==> config.mk <==
export PLATFORM = sky130hd
export DESIGN_NAME = base64_stream_decoder_top
export DESIGN_NICKNAME = d
export VERILOG_FILES = /design/src/rtl/core/b64d_pkg.sv /design/src/rtl/core/b64d_decode.sv /design/src/rtl/core/b64d_out_buf.sv /design/src/rtl/core/base64_stream_decoder_top.sv
export SDC_FILE = /design/constraint.sdc
export NUM_CORES = 1
export LEC_CHECK = 0
export BUFFER_PORTS_ARGS = -buffer_cell sky130_fd_sc_hd__buf_2
export CORE_MARGIN = 3
export CORE_UTILIZATION = 45
export DETAILED_ROUTE_END_ITERATION = 16
export PLACE_DENSITY = 0.66
export SYNTH_ARGS = -nofsm -noshare
export SYNTH_HDL_FRONTEND = slang
export SYNTH_SLANG_ARGS = --single-unit
==> constraint.sdc <==
create_clock -name clk_i -period 4.59 [get_ports clk_i]
set_input_delay 0.2295 -clock clk_i [delete_from_list [all_inputs] [get_ports clk_i]]
set_output_delay 0.2295 -clock clk_i [all_outputs]
set_load 0.01 [all_outputs]
==> src/rtl/core/b64d_pkg.sv <==
// shared types, constants and the character lookup of the base64 stream decoder
package b64d_pkg;

  localparam int unsigned ByteW   = 8;
  localparam int unsigned SextetW = 6;
  localparam int unsigned StoreW  = 3 * SextetW;
  localparam int unsigned GroupW  = 4 * SextetW;
  localparam int unsigned MaxRes  = 3;
  localparam int unsigned CntW    = 2;

  localparam logic [ByteW-1:0] ChPlus  = 8'h2B;
  localparam logic [ByteW-1:0] ChSlash = 8'h2F;
  localparam logic [ByteW-1:0] ChPad   = 8'h3D;
  localparam logic [ByteW-1:0] ChDig0  = 8'h30;
  localparam logic [ByteW-1:0] ChDig9  = 8'h39;
  localparam logic [ByteW-1:0] ChUpA   = 8'h41;
  localparam logic [ByteW-1:0] ChUpZ   = 8'h5A;
  localparam logic [ByteW-1:0] ChLoA   = 8'h61;
  localparam logic [ByteW-1:0] ChLoZ   = 8'h7A;

  localparam logic [SextetW-1:0] SxPlus  = 6'd62;
  localparam logic [SextetW-1:0] SxSlash = 6'd63;
  localparam logic [SextetW-1:0] SxDig0  = 6'd52;
  localparam logic [SextetW-1:0] SxLoA   = 6'd26;

  typedef enum logic [1:0] {
    ST_DATA     = 2'd0,
    ST_BAD_CHAR = 2'd1,
    ST_BAD_PAD  = 2'd2,
    ST_BAD_LEN  = 2'd3
  } status_e;

  typedef struct packed {
    logic [ByteW-1:0] data_byte;
    status_e          status;
    logic             last;
  } result_t;

  typedef struct packed {
    logic [CntW-1:0] num;
    result_t [MaxRes-1:0] res;
  } group_t;

  typedef struct packed {
    logic               bad;
    logic               pad;
    logic [SextetW-1:0] val;
  } sextet_t;

  function automatic sextet_t classify(input logic [ByteW-1:0] c);
    sextet_t s;
    s = '{bad: 1'b0, pad: 1'b0, val: '0};
    case (c) inside
      ChPlus:          s.val = SxPlus;
      ChSlash:         s.val = SxSlash;
      [ChDig0:ChDig9]: s.val = SextetW'(c - ChDig0) + SxDig0;
      [ChUpA:ChUpZ]:   s.val = SextetW'(c - ChUpA);
      [ChLoA:ChLoZ]:   s.val = SextetW'(c - ChLoA) + SxLoA;
      ChPad:           s.pad = 1'b1;
      default:         s.bad = 1'b1;
    endcase
    return s;
  endfunction

endpackage

==> src/rtl/core/b64d_decode.sv <==
// quartet state and per-character decode into a group of up to three result beats
module b64d_decode
  import b64d_pkg::*;
(
  input  logic             clk_i,
  input  logic             rst_ni,
  input  logic [ByteW-1:0] char_i,
  input  logic             eos_i,
  input  logic             advance_i,
  output group_t           group_o
);

  logic [StoreW-1:0] store_q, store_d;
  logic [1:0]        pos_q, pos_d;
  logic              pend_q, pend_d;
  logic              drop_q, drop_d;

  sextet_t           sx;
  logic [GroupW-1:0] full;
  logic              err;
  status_e           err_code;

  always_comb begin
    sx       = classify(char_i);
    full     = {store_q, (sx.pad ? '0 : sx.val)};
    err      = 1'b1;
    err_code = ST_BAD_CHAR;
    if (sx.bad) begin
      err_code = ST_BAD_CHAR;
    end else if (sx.pad && (pos_q == 2'd0 || pos_q == 2'd1)) begin
      err_code = ST_BAD_PAD;
    end else if (!sx.pad && pend_q) begin
      err_code = ST_BAD_PAD;
    end else if (pos_q != 2'd3 && eos_i) begin
      err_code = ST_BAD_LEN;
    end else if (pos_q == 2'd3 && sx.pad && !eos_i) begin
      err_code = ST_BAD_PAD;
    end else begin
      err = 1'b0;
    end

    group_o = '0;
    store_d = store_q;
    pos_d   = pos_q;
    pend_d  = pend_q;
    drop_d  = drop_q;

    if (drop_q) begin
      if (eos_i) begin
        store_d = '0;
        pos_d   = '0;
        pend_d  = 1'b0;
        drop_d  = 1'b0;
      end
    end else if (err) begin
      group_o.num           = CntW'(1);
      group_o.res[0].status = err_code;
      group_o.res[0].last   = 1'b1;
      store_d = '0;
      pos_d   = '0;
      pend_d  = 1'b0;
      drop_d  = !eos_i;
    end else if (pos_q != 2'd3) begin
      store_d = {store_q[StoreW-SextetW-1:0], (sx.pad ? '0 : sx.val)};
      pos_d   = pos_q + 2'd1;
      pend_d  = pend_q | sx.pad;
    end else begin
      group_o.num = sx.pad ? (pend_q ? CntW'(1) : CntW'(2)) : CntW'(3);
      group_o.res[0].data_byte = full[23:16];
      group_o.res[1].data_byte = full[15:8];
      group_o.res[2].data_byte = full[7:0];
      for (int k = 0; k < MaxRes; k++) begin
        group_o.res[k].status = ST_DATA;
        group_o.res[k].last   = eos_i && (CntW'(k + 1) == group_o.num);
      end
      store_d = '0;
      pos_d   = '0;
      pend_d  = 1'b0;
    end
  end

  always_ff @(posedge clk_i or negedge rst_ni) begin
    if (!rst_ni) begin
      store_q <= '0;
      pos_q   <= '0;
      pend_q  <= 1'b0;
      drop_q  <= 1'b0;
    end else if (advance_i) begin
      store_q <= store_d;
      pos_q   <= pos_d;
      pend_q  <= pend_d;
      drop_q  <= drop_d;
    end
  end

  a_err_single_last: assert property (@(posedge clk_i) disable iff (!rst_ni)
    (group_o.num != '0 && group_o.res[0].status != ST_DATA)
      |-> (group_o.num == CntW'(1) && group_o.res[0].last))
    else $error("error beat not single or not marked last");

  a_drop_cleared: assert property (@(posedge clk_i) disable iff (!rst_ni)
    (advance_i && drop_q && eos_i) |=> (!drop_q && pos_q == 2'd0 && !pend_q))
    else $error("end of stream in drop mode did not clear state");

  a_pend_pos: assert property (@(posedge clk_i) disable iff (!rst_ni)
    pend_q |-> pos_q == 2'd3)
    else $error("pad pending outside last place of quartet");

endmodule

==> src/rtl/core/b64d_out_buf.sv <==
// three-beat output buffer that takes a whole result group and drains one beat per cycle while downstream is ready
module b64d_out_buf
  import b64d_pkg::*;
(
  input  logic   clk_i,
  input  logic   rst_ni,
  input  group_t group_i,
  input  logic   push_i,
  output logic   fits_o,
  output logic   valid_o,
  output result_t head_o,
  input  logic   ready_i
);

  result_t [MaxRes-1:0] buf_q, buf_d;
  logic [CntW-1:0]      cnt_q, cnt_d;
  logic                 pop;
  logic [CntW-1:0]      cnt_pop;
  logic [CntW:0]        total;
  logic [CntW-1:0]      idx;

  assign valid_o = (cnt_q != '0);
  assign head_o  = buf_q[0];
  assign pop     = valid_o && ready_i;
  assign cnt_pop = cnt_q - CntW'(pop);
  assign total   = {1'b0, cnt_pop} + {1'b0, group_i.num};
  assign fits_o  = (total <= (CntW + 1)'(MaxRes));

  always_comb begin
    buf_d = buf_q;
    idx   = '0;
    for (int i = 0; i < MaxRes; i++) begin
      if (pop) begin
        buf_d[i] = (i < MaxRes - 1) ? buf_q[(i + 1) % MaxRes] : buf_q[i];
      end
      idx = CntW'(i) - cnt_pop;
      if (push_i && CntW'(i) >= cnt_pop && (CntW + 1)'(i) < total) begin
        buf_d[i] = group_i.res[idx];
      end
    end
    cnt_d = push_i ? total[CntW-1:0] : cnt_pop;
  end

  always_ff @(posedge clk_i or negedge rst_ni) begin
    if (!rst_ni) begin
      cnt_q <= '0;
    end else begin
      cnt_q <= cnt_d;
    end
  end

  always_ff @(posedge clk_i) begin
    buf_q <= buf_d;
  end

  a_push_fits: assert property (@(posedge clk_i) disable iff (!rst_ni)
    push_i |-> fits_o)
    else $error("group pushed into buffer without room");

  a_drain_count: assert property (@(posedge clk_i) disable iff (!rst_ni)
    (pop && !push_i) |=> cnt_q == $past(cnt_q) - CntW'(1))
    else $error("buffer count wrong after drain");

endmodule

==> src/rtl/core/base64_stream_decoder_top.sv <==
// top level of the streaming base64 decoder: input register, decode and output buffer
// Decodes standard-alphabet base64 one character per beat, with s_axis_tlast marking the
// final character of a stream. A complete quartet gives three bytes, or two or one when it
// ends in '=' or '=='; the last byte of a stream has m_axis_tlast set. An error gives a
// single beat with a nonzero status in m_axis_tuser and tlast set, after which characters
// are dropped until the end of the stream. One character is accepted per cycle; the
// results of a character pass through the input register and then the output buffer
// before they reach the output. The three-beat output buffer drains one byte per cycle,
// so the input stalls only when a downstream stall leaves no room for the next group of
// results.
module base64_stream_decoder_top
  import b64d_pkg::*;
(
  input  logic       clk_i,
  input  logic       rst_ni,
  input  logic       s_axis_tvalid_i,
  output logic       s_axis_tready_o,
  input  logic [7:0] s_axis_tdata_i,   // [7:0] char_code
  input  logic       s_axis_tlast_i,
  output logic       m_axis_tvalid_o,
  input  logic       m_axis_tready_i,
  output logic [7:0] m_axis_tdata_o,   // [7:0] data_byte
  output logic [1:0] m_axis_tuser_o,   // [1:0] status
  output logic       m_axis_tlast_o
);

  logic             in_valid_q, in_valid_d;
  logic [ByteW-1:0] in_char_q;
  logic             in_eos_q;
  logic             accept;
  logic             advance;
  logic             fits;
  group_t           group;
  result_t          head;

  assign advance         = in_valid_q && fits;
  assign s_axis_tready_o = !in_valid_q || advance;
  assign accept          = s_axis_tvalid_i && s_axis_tready_o;
  assign in_valid_d      = accept || (in_valid_q && !advance);

  always_ff @(posedge clk_i or negedge rst_ni) begin
    if (!rst_ni) begin
      in_valid_q <= 1'b0;
    end else begin
      in_valid_q <= in_valid_d;
    end
  end

  always_ff @(posedge clk_i) begin
    if (accept) begin
      in_char_q <= s_axis_tdata_i;
      in_eos_q  <= s_axis_tlast_i;
    end
  end

  b64d_decode u_decode (
    .clk_i     (clk_i),
    .rst_ni    (rst_ni),
    .char_i    (in_char_q),
    .eos_i     (in_eos_q),
    .advance_i (advance),
    .group_o   (group)
  );

  b64d_out_buf u_out_buf (
    .clk_i   (clk_i),
    .rst_ni  (rst_ni),
    .group_i (group),
    .push_i  (advance),
    .fits_o  (fits),
    .valid_o (m_axis_tvalid_o),
    .head_o  (head),
    .ready_i (m_axis_tready_i)
  );

  assign m_axis_tdata_o = head.data_byte;
  assign m_axis_tuser_o = head.status;
  assign m_axis_tlast_o = head.last;

  a_hold_when_blocked: assert property (@(posedge clk_i) disable iff (!rst_ni)
    (in_valid_q && !advance) |=> (in_valid_q && $stable(in_char_q) && $stable(in_eos_q)))
    else $error("held character lost while output buffer full");

endmodule

Yosys cells after proc, flatten, opt, wreduce, memory -nomap -nowiden

Index checks and enable logic that the tools add are counted.

Div/mod/pow operators: 0
Muxes and demuxes: 61
Shift operators: 0
Magnitude comparators: 16
Bitwise operators: 1
$mul: 0
$add $sub $neg: 11
Reduce and logical (&&, ||, !) cells: 33
Equal/unequal tests: 10

Operator list:

| kind                                                       | count |
|---|---|
| two-way mux 11 bit                                         | 7 |
| two-way mux 18 bit                                         | 4 |
| two-way mux 35 bit                                         | 2 |
| binary-select mux 11 bit (select 2 bit)                    | 3 |
| two-way mux 6 bit                                          | 6 |
| two-way mux 30 bit                                         | 1 |
| two-way mux 2 bit                                          | 13 |
| == test 8 x 6 -> 1 bit, second input constant              | 3 |
| two-way mux 1 bit                                          | 24 |
| logical AND 1 bit                                          | 21 |
| >= comparator 8 x 7 -> 1 bit, second input constant        | 2 |
| <= comparator 8 x 7 -> 1 bit, second input constant        | 2 |
| subtractor 6 bit, second input constant                    | 2 |
| less-than comparator 2 x 3 -> 1 bit, second input constant | 3 |
| >= comparator 8 x 6 -> 1 bit, second input constant        | 1 |
| <= comparator 8 x 6 -> 1 bit, second input constant        | 1 |
| adder 6 x 5 -> 6 bit, second input constant                | 1 |
| adder 6 bit, second input constant                         | 1 |
| less-than comparator 1 x 3 -> 1 bit, first input constant  | 2 |
| nonzero test 2 bit                                         | 3 |
| subtractor 6 x 1 -> 6 bit, second input constant           | 1 |
| == test 2 bit, first input constant                        | 2 |
| >= comparator 1 x 2 -> 1 bit, first input constant         | 2 |
| logical NOT 1 bit                                          | 4 |
| other kinds (17)                                           | 21 |

Bits in writable memories: 0
Register bits after elaboration: 67
Input bits: 13
Memories: 0
Bits in read-only memories: 0
Bits in latches: 0
Logic and storage cells: 149

Logic depth before layout (Yosys ltp)

Gate-level depths: netlist of run 1.

Depth after elaboration: 22
Depth in mapped cells: 22
Depth with buffers taken out: 18

Modules after synthesis

Synthesis of run 1 repeated with hierarchy kept, for this count alone.

Cells, all modules: 427
Area total of the unflattened synthesis: 4396.7 sq um

By module, submodules not included:

| module                    | times used | area each (sq um) | cells each | sequential area each (sq um) |
|---|---|---|---|---|
| b64d_out_buf              | 1          | 2301.0            | 222        | 1041.0 |
| b64d_decode               | 1          | 1765.4            | 191        | 550.5 |
| base64_stream_decoder_top | 1          | 330.3             | 14         | 295.3 |

Worst setup path after synthesis of run 1

No wires, ideal clock.

Path kind: flip-flop to flip-flop
Start point: register in_char_q[2]
End point: register u_out_buf.buf_q[22] (netlist bit), enable pin
Arrival: 4012 ps
Stages on the path, launching flop included: 16
Path slack: 166 ps
Clock period less this slack: 4424 ps
Setup time: 412 ps
Path through: edfxtp_1 inv_1 ha_1 buf_2 a21o_1 nand2_1 o21ai_1 o21ai_2 and2_4 buf_8 buf_6 a21oi_1 ha_1 inv_1 fa_1 nor4b_1

Word-level cells in the longest chain between the ends: 21

RTL lines:

| what                                                                                | line                              | source |
|---|---|---|
| start, declared                                                                     | base64_stream_decoder_top.sv:28   | `logic [ByteW-1:0] in_char_q;` |
| start signal, assigned                                                              | base64_stream_decoder_top.sv:51   | `in_char_q <= s_axis_tdata_i;` |
| >= comparator 8 x 7 -> 1 bit (implied by the code) (tied with other cells)          | b64d_decode.sv:24                 | `sx = classify(char_i);` |
| logical AND 1 bit (implied by the code) / two-way mux 1 bit (equally long branches) | b64d_decode.sv:24, b64d_pkg.sv:53 |  |
| two-way mux 1 bit (5 in series)                                                     | b64d_pkg.sv:53                    | `case (c) inside` |
| logical AND 1 bit (2 in series)                                                     | b64d_decode.sv:36                 | `end else if (pos_q == 2'd3 && sx.pad && !eos_i) begin` |
| two-way mux 1 bit                                                                   | b64d_decode.sv:36                 |  |
| two-way mux 1 bit                                                                   | b64d_decode.sv:34                 | `end else if (pos_q != 2'd3 && eos_i) begin` |
| two-way mux 1 bit                                                                   | b64d_decode.sv:32                 | `end else if (!sx.pad && pend_q) begin` |
| two-way mux 1 bit                                                                   | b64d_decode.sv:30                 | `end else if (sx.pad && (pos_q == 2'd0 \|\| pos_q == 2'd1)) begin` |
| two-way mux 1 bit                                                                   | b64d_decode.sv:28                 | `if (sx.bad) begin` |
| two-way mux 2 bit *                                                                 | b64d_decode.sv:55                 | `end else if (err) begin` |
| two-way mux 35 bit *                                                                | b64d_decode.sv:48                 | `if (drop_q) begin` |
| adder 2 x 2 -> 3 bit *                                                              | b64d_out_buf.sv:26                | `assign total = {1'b0, cnt_pop} + {1'b0, group_i.num};` |
| <= comparator 3 x 2 -> 1 bit                                                        | b64d_out_buf.sv:27                | `assign fits_o = (total <= (CntW + 1)'(MaxRes));` |
| logical AND 1 bit                                                                   | base64_stream_decoder_top.sv:36   | `assign advance = in_valid_q && fits;` |
| logical AND 1 bit                                                                   | b64d_out_buf.sv:37                | `if (push_i && CntW'(i) >= cnt_pop && (CntW + 1)'(i) < total) begin` |
| logical AND 1 bit *                                                                 | b64d_out_buf.sv:37                |  |
| end signal, assigned                                                                | b64d_out_buf.sv:53                | `buf_q <= buf_d;` |
| end, declared                                                                       | b64d_out_buf.sv:15                | `result_t [MaxRes-1:0] buf_q, buf_d;` |

Every way passes the cells marked *; elsewhere a longest branch is shown, timed or not.
A chain may end at the register's enable or synchronous reset.

==> results of run 1 <==
worst max path at each step:
stage / endpoint / cells past startpoint / startpoint / slack [ps]
finish: u_out_buf.buf_q[20] / 14 / in_char_q[2] / 270
global route: u_out_buf.buf_q[20] / 14 / in_char_q[1] / 20
CTS: u_out_buf.head_o[7] / 17 / in_char_q[2] / 380
detailed placement: u_out_buf.head_o[4] / 17 / in_char_q[2] / 430
global placement: u_out_buf.buf_q[20] / 13 / in_char_q[2] / 480
floorplan: u_out_buf.buf_q[22] / 15 / in_char_q[2] / 170
cell families after synthesis:
group,Yosys count,share of synthesized area (%)
buffers and inverters,47,6.082
AOI/OAI and AO/OA,105,19.45
xor gates and xnor gates,3,0.6620
adders and majority gates,17,5.547
and+or+nand+nor,138,18.09
muxes,10,2.647
DFF,67,47.53
final cells by class:
type                    count  area [µm²]
multi-input cells         273        1851
clock inverters             5       83.83
flip-flops and latches     67        1887
repair buffers             34       195.2
well taps                 105       131.4
fillers                   774        4010
inverters                  19       71.32
clock buffers              11       152.6
worst reg2reg max path: cells and delay by family, from the launching register on:
kind	cells	cell delay [ps]
compound gates	6	1230
simple gates	3	1170
fa+ha+maj	3	1050
buf+inv	2	200
flops	1	510
power groups by stage:
stage	Clock, mW	Combinational (mW)	Sequential (mW)
3_3_place_gp	0	1.10	0.994
5_1_grt	0.620	1.23	1.01
2_1_floorplan	0	0.839	0.971
3_5_place_dp	0	1.10	0.999
4_1_cts	0.588	1.11	0.987
6_report	0.578	1.12	0.989
sequential cells by signal, summed over array words and instances (netlist names):
signal            count
u_out_buf.buf_q      22
u_decode.store_q     18
u_out_buf.head_o     11
in_char_q             8
u_decode.pos_q        2
u_out_buf.cnt_q       2
in_eos_q              1
in_valid_q            1
u_decode.drop_q       1
u_decode.pend_q       1
timing repair:
item	CTS	global route
setup endpoints to repair	0	7
buffers inserted	0	1
hold endpoints to repair	25	0
resized for setup	0	1
hold buffers	1	0
metrics by stage:
stage                     setup WS [ps]  hold slack (ps)  util, %
final                             269.8            51.21    52.16
after detailed placement          429.7            244.8    49.10
after CTS                         378.7            33.17    52.04
after global placement            475.7            249.8    49.10
after floorplan                   166.3           -66.09        -
after global routing              15.19            35.11    52.16
placed cells by master (no fill, tap or decap), types with 16 or more instances in the layout:
| cell | n |
|---|---|
| sky130_fd_sc_hd__a21oi_1 | 16 |
| sky130_fd_sc_hd__a22o_1 | 21 |
| sky130_fd_sc_hd__buf_2 | 25 |
| sky130_fd_sc_hd__dfrtp_1 | 25 |
| sky130_fd_sc_hd__edfxtp_1 | 42 |
| sky130_fd_sc_hd__ha_1 | 16 |
| sky130_fd_sc_hd__inv_1 | 19 |
| sky130_fd_sc_hd__nand2_1 | 33 |
| sky130_fd_sc_hd__nand3_1 | 16 |
| sky130_fd_sc_hd__nor2_1 | 39 |
| sky130_fd_sc_hd__o21ai_0 | 17 |
routing by layer:
metal	vias to the layer above	wire, µm	track usage, %
met5	-	0	0
met4	0	123	7.353
met3	16	802	4.587
met2	176	4232	29.40
met1	1489	4370	29.66
li1	1474	-	-
==> results.py, run 1 <==
metrics = {
    "floorplanning": {
        "floorplan.die.height_um": 99.93,
        "floorplan.die.width_um": 99.93,
        "floorplan.die_area_um2": 9985,
        "floorplan.core_area_um2": 8382,
        "fp-row-count": 33,
        "ioPinCount": 26,
        "initial_utilization_pct": 47.37,
    },
    "yosys": {
        "synth_most_common_cell": "sky130_fd_sc_hd__edfxtp_1",
        "synthesis.yosys.warnings": 0,
        "post_synth_inst_count": 387,
        "yosys-top-cells-area": "sky130_fd_sc_hd__edfxtp_1 32%, sky130_fd_sc_hd__dfrtp_1 16%, sky130_fd_sc_hd__ha_1 5.0%, sky130_fd_sc_hd__a22o_1 4.6%, sky130_fd_sc_hd__nor2_1 3.8%",
        "synth-async-reset-ratio_pct": 37.31,
        "yosysTopAreaCell": "sky130_fd_sc_hd__edfxtp_1",
        "synth.yosys.seq_area_share_pct": 47.53,
        "synth_edf_count": 42,
        "synth_ff_type": "sky130_fd_sc_hd__edfxtp_1",
        "syn-cell-area_um2": 3970,
        "synthDistinctLibCells": 64,
        "post_synth_most_frequent_cells": "42 x sky130_fd_sc_hd__edfxtp_1, 40 x sky130_fd_sc_hd__nor2_1, 33 x sky130_fd_sc_hd__nand2_1, 25 x sky130_fd_sc_hd__dfrtp_1, 21 x sky130_fd_sc_hd__a22o_1",
        "syn_avg_cell_area_um2": 10.26,
        "syn_nets": 417,
        "fraction_of_synthesized_cell_area_taken_by_the_top_area_cell_type_pct": 31.77,
        "yosys_register_bits": 67,
    },
    "clock_tree": {
        "clock_tree.root_cell": "sky130_fd_sc_hd__clkbuf_8",
        "cts_max_level": 3,
        "clock_sink_count": 67,
        "cts_made_buffers": 9,
        "worst_setup_hold_path_clk_slew_ps": 80,
        "cts_tree": "yes",
        "cts-root-to-sink-buffers": 2,
        "clkLatencyLatePin_ps": 360,
    },
    "setup_path": {
        "crit_path_max_fanout": 20,
        "cp.buffers_inverters": 2,
        "reg2reg_slack_ps": 270,
        "cp.arrival_ps": 4520,
        "cp.required_ps": 4790,
        "category_of_the_critical_setup_timing_path": "register to register",
        "crit_path_cells": "inv_1 > ha_1 > a21o_1 > nand2_1 > o21ai_1 > o21ai_2 > and2_4 > a21oi_1 > ha_1 > inv_1 > fa_1 > nor4_1 > a22oi_1 > o21ai_0",
        "crit_path_top_delay_cell": "sky130_fd_sc_hd__nor4_1",
        "worst_path_largest_cell_delay_ps": 800,
        "r2r_end": "u_out_buf.buf_q[20]",
        "end_kind": "register",
        "r2r_cells": 14,
        "regToRegStartpoint": "in_char_q[2]",
        "critPathLaunchType": "register",
        "timing.critical_path.max_delay_family": "compound AO/OA/AOI/OAI gates",
    },
    "place": {
        "dpl.cell_count": 496,
        "placed_area_um2": 4115,
        "numPortBuffers": 25,
        "gp_congestion": 0.8689,
        "post-dp-hpwl_um": 6752,
    },
    "detailed_routing": {
        "avgRoutedWirePerCell_um": 18.54,
        "detail_route.wirelength_um": 9528,
        "drc_violation_count_after_routing": 0,
        "viasPerCell": 6.138,
        "tritonroute_pass_1_iters": 6,
        "drtIter0Drc": 361,
        "dr_vias": 3155,
        "ant_nets": 0,
    },
    "pwr": {
        "p_sw_mw": 1.056,
        "cellInternalPower_mw": 1.633,
        "power.combinational.fraction_pct": 41.7,
        "power.sequential.fraction_pct": 36.8,
        "fraction_of_power_spent_switching_nets_pct": 39.28,
        "pwr-share-clk_pct": 21.5,
        "power.ir.vdd_worst_mv": 0.3933,
        "p_total_mw": 2.689,
        "power_per_cell_area_nw_per_um2": 615.2,
        "p_leak_nw": 1.760,
    },
    "run": {
        "cap_viol_max_count": 0,
    },
    "layout": {
        "num_antenna_cells": 0,
        "final_area_um2": 4372,
        "area_growth_pct": 10.12,
        "post_route_cells_drive_above_1_share_pct": 16.14,
        "finish.net_count": 434,
        "final-instance-count-excl-fill": 514,
    },
    "hold_path": {
        "min-delay-path-class": "input port to register",
        "min_from": "s_axis_tdata_i[3]",
        "worst_hold_path.endpoint": "in_char_q[3]",
        "worst_hold_path_depth": 1,
    },
    "grt": {
        "wire_length_of_the_first_global_routing_pass_um": 15550,
        "grt_start_max_net_pins": 26,
        "global_route.overflow_total": 0,
        "global_route.usage.total_pct": 20.25,
        "first_global_vias": 2855,
        "antenna_found_initial": 0,
    },
    "sta": {
        "setup_viol": 0,
        "maxSlewViolCount": 0,
        "timing.fmax_mhz": 231.5,
        "setup_repair_after_global_routing_missed_its_margin": "false",
        "report.final.hold_viol_count": 0,
        "final.period_utilization_pct": 94.12,
        "max_slew.worst_pin.slew_ps": 871.9,
        "maxSlewHeadroom_pct": 41.34,
        "post_layout_minimum_cycle_time_ps": 4320,
        "final.setup.tns_ps": 0,
        "worst_clock_skew_ps": 14.81,
    },
    "run_status": {
        "outcome": "finished clean",
    },
}
Note: power is estimated with default switching activity, not from simulation.
==> inputs of run 2 (changes only) <==
--- a/config.mk
+++ b/config.mk
@@ -10,6 +10,7 @@
 export CORE_UTILIZATION = 45
 export DETAILED_ROUTE_END_ITERATION = 16
 export PLACE_DENSITY = 0.66
+export SETUP_SLACK_MARGIN = 0.3
 export SYNTH_ARGS = -nofsm -noshare
 export SYNTH_HDL_FRONTEND = slang
 export SYNTH_SLANG_ARGS = --single-unit
==> results.py, run 2 (synthesis gave the netlist of run 1 again) <==
metrics = {
    "run_status": {
        "outcome": "finished clean",
    },
    "layout": {
        "regMostFlops": "u_out_buf.buf_q",
        "largest_register_ff_count": 22,
        "area_growth_pct": 12.51,
        "layout.cells.most_common_list": "42 x sky130_fd_sc_hd__edfxtp_1, 39 x sky130_fd_sc_hd__nor2_1, 33 x sky130_fd_sc_hd__nand2_1, 25 x sky130_fd_sc_hd__dfrtp_1, 25 x sky130_fd_sc_hd__buf_2",
        "layout_commonest_cell": "sky130_fd_sc_hd__edfxtp_1",
        "fillers": 740,
        "finish.net_count": 444,
        "post_route_cells_drive_above_1_share_pct": 19.33,
        "final_area_um2": 4467,
        "num_antenna_cells": 0,
    },
    "place": {
        "post-dp-hpwl_um": 6915,
        "placed_area_um2": 4123,
        "numPortBuffers": 25,
        "gp_congestion": 0.9175,
    },
    "sta": {
        "post_layout_minimum_cycle_time_ps": 4097,
        "maxSlewHeadroom_pct": 46.59,
        "timing.fmax_mhz": 244.1,
        "max_slew.worst_pin.slew_ps": 801.2,
        "setup_viol": 0,
        "setup_repair_after_global_routing_missed_its_margin": "false",
        "final.period_utilization_pct": 89.26,
        "hold_slack_ps": 58.50,
        "maxSlewViolCount": 0,
        "worst_clock_skew_ps": 11.42,
        "report.final.hold_viol_count": 0,
        "final.setup.tns_ps": 0,
    },
    "detailed_routing": {
        "tritonroute_pass_1_iters": 6,
        "detail_route.wirelength_um": 9985,
        "viasPerCell": 6.240,
        "avgRoutedWirePerCell_um": 19.06,
        "drc_violation_count_after_routing": 0,
        "drtIter0Drc": 364,
        "ant_nets": 0,
        "dr_vias": 3270,
    },
    "clock_tree": {
        "cts-root-to-sink-buffers": 2,
        "clock_tree.root_cell": "sky130_fd_sc_hd__clkbuf_8",
        "cts_tree": "yes",
        "worst_setup_hold_path_clk_slew_ps": 80,
        "cts_max_level": 3,
        "cts_made_buffers": 9,
        "clock_sink_count": 67,
        "clkLatencyLatePin_ps": 350,
    },
    "hold_path": {
        "worst_hold_path.endpoint": "in_char_q[3]",
        "min_from": "s_axis_tdata_i[3]",
        "min-delay-path-class": "input port to register",
        "worst_hold_path_depth": 1,
    },
    "setup_path": {
        "regToRegStartpoint": "in_char_q[2]",
        "crit_path_cells": "inv_1 > ha_2 > a21o_1 > nand2_1 > o21ai_2 > o21ai_2 > and2_4 > a21oi_1 > ha_1 > inv_1 > fa_1 > nand2b_1 > nand3_1 > nor2_1 > nand4_1 > buf_4 > nor2_1 > a221o_1",
        "cp.arrival_ps": 4210,
        "worst_path_largest_cell_delay_ps": 620,
        "end_kind": "register",
        "r2r_end": "u_out_buf.head_o[8]",
        "cp.buffers_inverters": 3,
        "reg2reg_slack_ps": 490,
        "crit_path_top_delay_cell": "sky130_fd_sc_hd__fa_1",
        "critPathLaunchType": "register",
        "timing.critical_path.max_delay_family": "adder cells",
        "category_of_the_critical_setup_timing_path": "register to register",
        "cp.required_ps": 4700,
        "r2r_cells": 18,
        "crit_path_max_fanout": 10,
    },
    "pwr": {
        "cellInternalPower_mw": 1.622,
        "p_sw_mw": 1.084,
        "power.combinational.fraction_pct": 43.0,
        "fraction_of_power_spent_switching_nets_pct": 40.07,
        "power.sequential.fraction_pct": 36.5,
        "pwr-share-clk_pct": 20.5,
        "power_per_cell_area_nw_per_um2": 605.7,
        "p_leak_nw": 1.807,
        "power.ir.vdd_worst_mv": 0.4407,
    },
    "floorplanning": {
        "floorplan.die.height_um": 99.93,
        "ioPinCount": 26,
        "floorplan.core_area_um2": 8382,
        "fp-row-count": 33,
        "initial_utilization_pct": 47.37,
        "floorplan.die_area_um2": 9985,
        "floorplan.die.width_um": 99.93,
    },
    "grt": {
        "global_route.overflow_total": 0,
        "antenna_found_initial": 0,
        "wire_length_of_the_first_global_routing_pass_um": 15680,
        "global_route.usage.total_pct": 20.22,
        "first_global_vias": 2971,
        "grt_start_max_net_pins": 26,
    },
    "run": {
        "cap_viol_max_count": 0,
    },
}
## run 2: cell types whose count changed in the layout (fill, tap and decap cells not counted), sizes merged
cell | previous run | this run
and2 | 5 | 6
buf | 33 | 42
clkbuf | 11 | 9
clkinvlp | 0 | 1
inv | 20 | 21
## run 2: worst max-delay path by stage
| stage | from | endpoint | cells past startpoint |
|---|---|---|---|
| floorplan | in_char_q[2] | u_out_buf.head_o[0] | 19 |
| global placement | in_char_q[1] | u_out_buf.buf_q[20] | 14 |
| detailed placement | in_char_q[1] | u_out_buf.buf_q[20] | 14 |
| CTS | in_char_q[2] | u_out_buf.buf_q[20] | 14 |
| global route | in_char_q[1] | u_out_buf.head_o[5] | 18 |
| finish | in_char_q[2] | u_out_buf.head_o[8] | 18 |
## run 2: through the flow
step / worst slack (ps) / std cells / util [%] / power (mW)
CTS: 335.1 / 514 / 51.96 / 2.670
floorplan: 676.6 / 387 / - / 1.818
detailed placement: 369.4 / 497 / 49.19 / 2.114
global route: 291.8 / 524 / 53.29 / 2.866
finish: 493.0 / 524 / 53.29 / 2.706
global placement: 372.6 / 497 / 49.19 / 2.094
## run 2: per-layer routing
layer / track usage (%) / vias up / share of wire [%]
met2: 27.50 / 184 / 44
met1: 29.57 / 1564 / 44
met5: 0 / - / 0
li1: - / 1493 / -
met3: 7.158 / 29 / 10
met4: 7.248 / 0 / 2.3
## run 2: area by class of cell
cell class | instances | area [µm²] | share of cell area [%]
tap | 105 | 131.4 | 2.941
sequential | 67 | 1887 | 42.24
multi-input combinational | 274 | 1892 | 42.35
clock inverter | 7 | 98.84 | 2.213
clock buffer | 9 | 123.9 | 2.773
timing repair buffer | 43 | 262.8 | 5.882
inverter | 19 | 71.32 | 1.597
## run 2: what timing repair did
| item | in CTS | in global routing |
|---|---|---|
| setup endpoints to repair | 0 | 24 |
| buffers inserted | 0 | 9 |
| gates resized for setup | 0 | 7 |
| hold buffers | 1 | 0 |
| hold endpoints to repair | 25 | 0 |
## run 2: power groups by stage
stage / combinational (mW) / sequential, mW / clock (mW)
2_1_floorplan: 0.847 / 0.970 / 0
3_3_place_gp: 1.10 / 0.994 / 0
3_5_place_dp: 1.11 / 1.00 / 0
4_1_cts: 1.12 / 0.989 / 0.563
5_1_grt: 1.27 / 1.01 / 0.590
6_report: 1.16 / 0.988 / 0.556
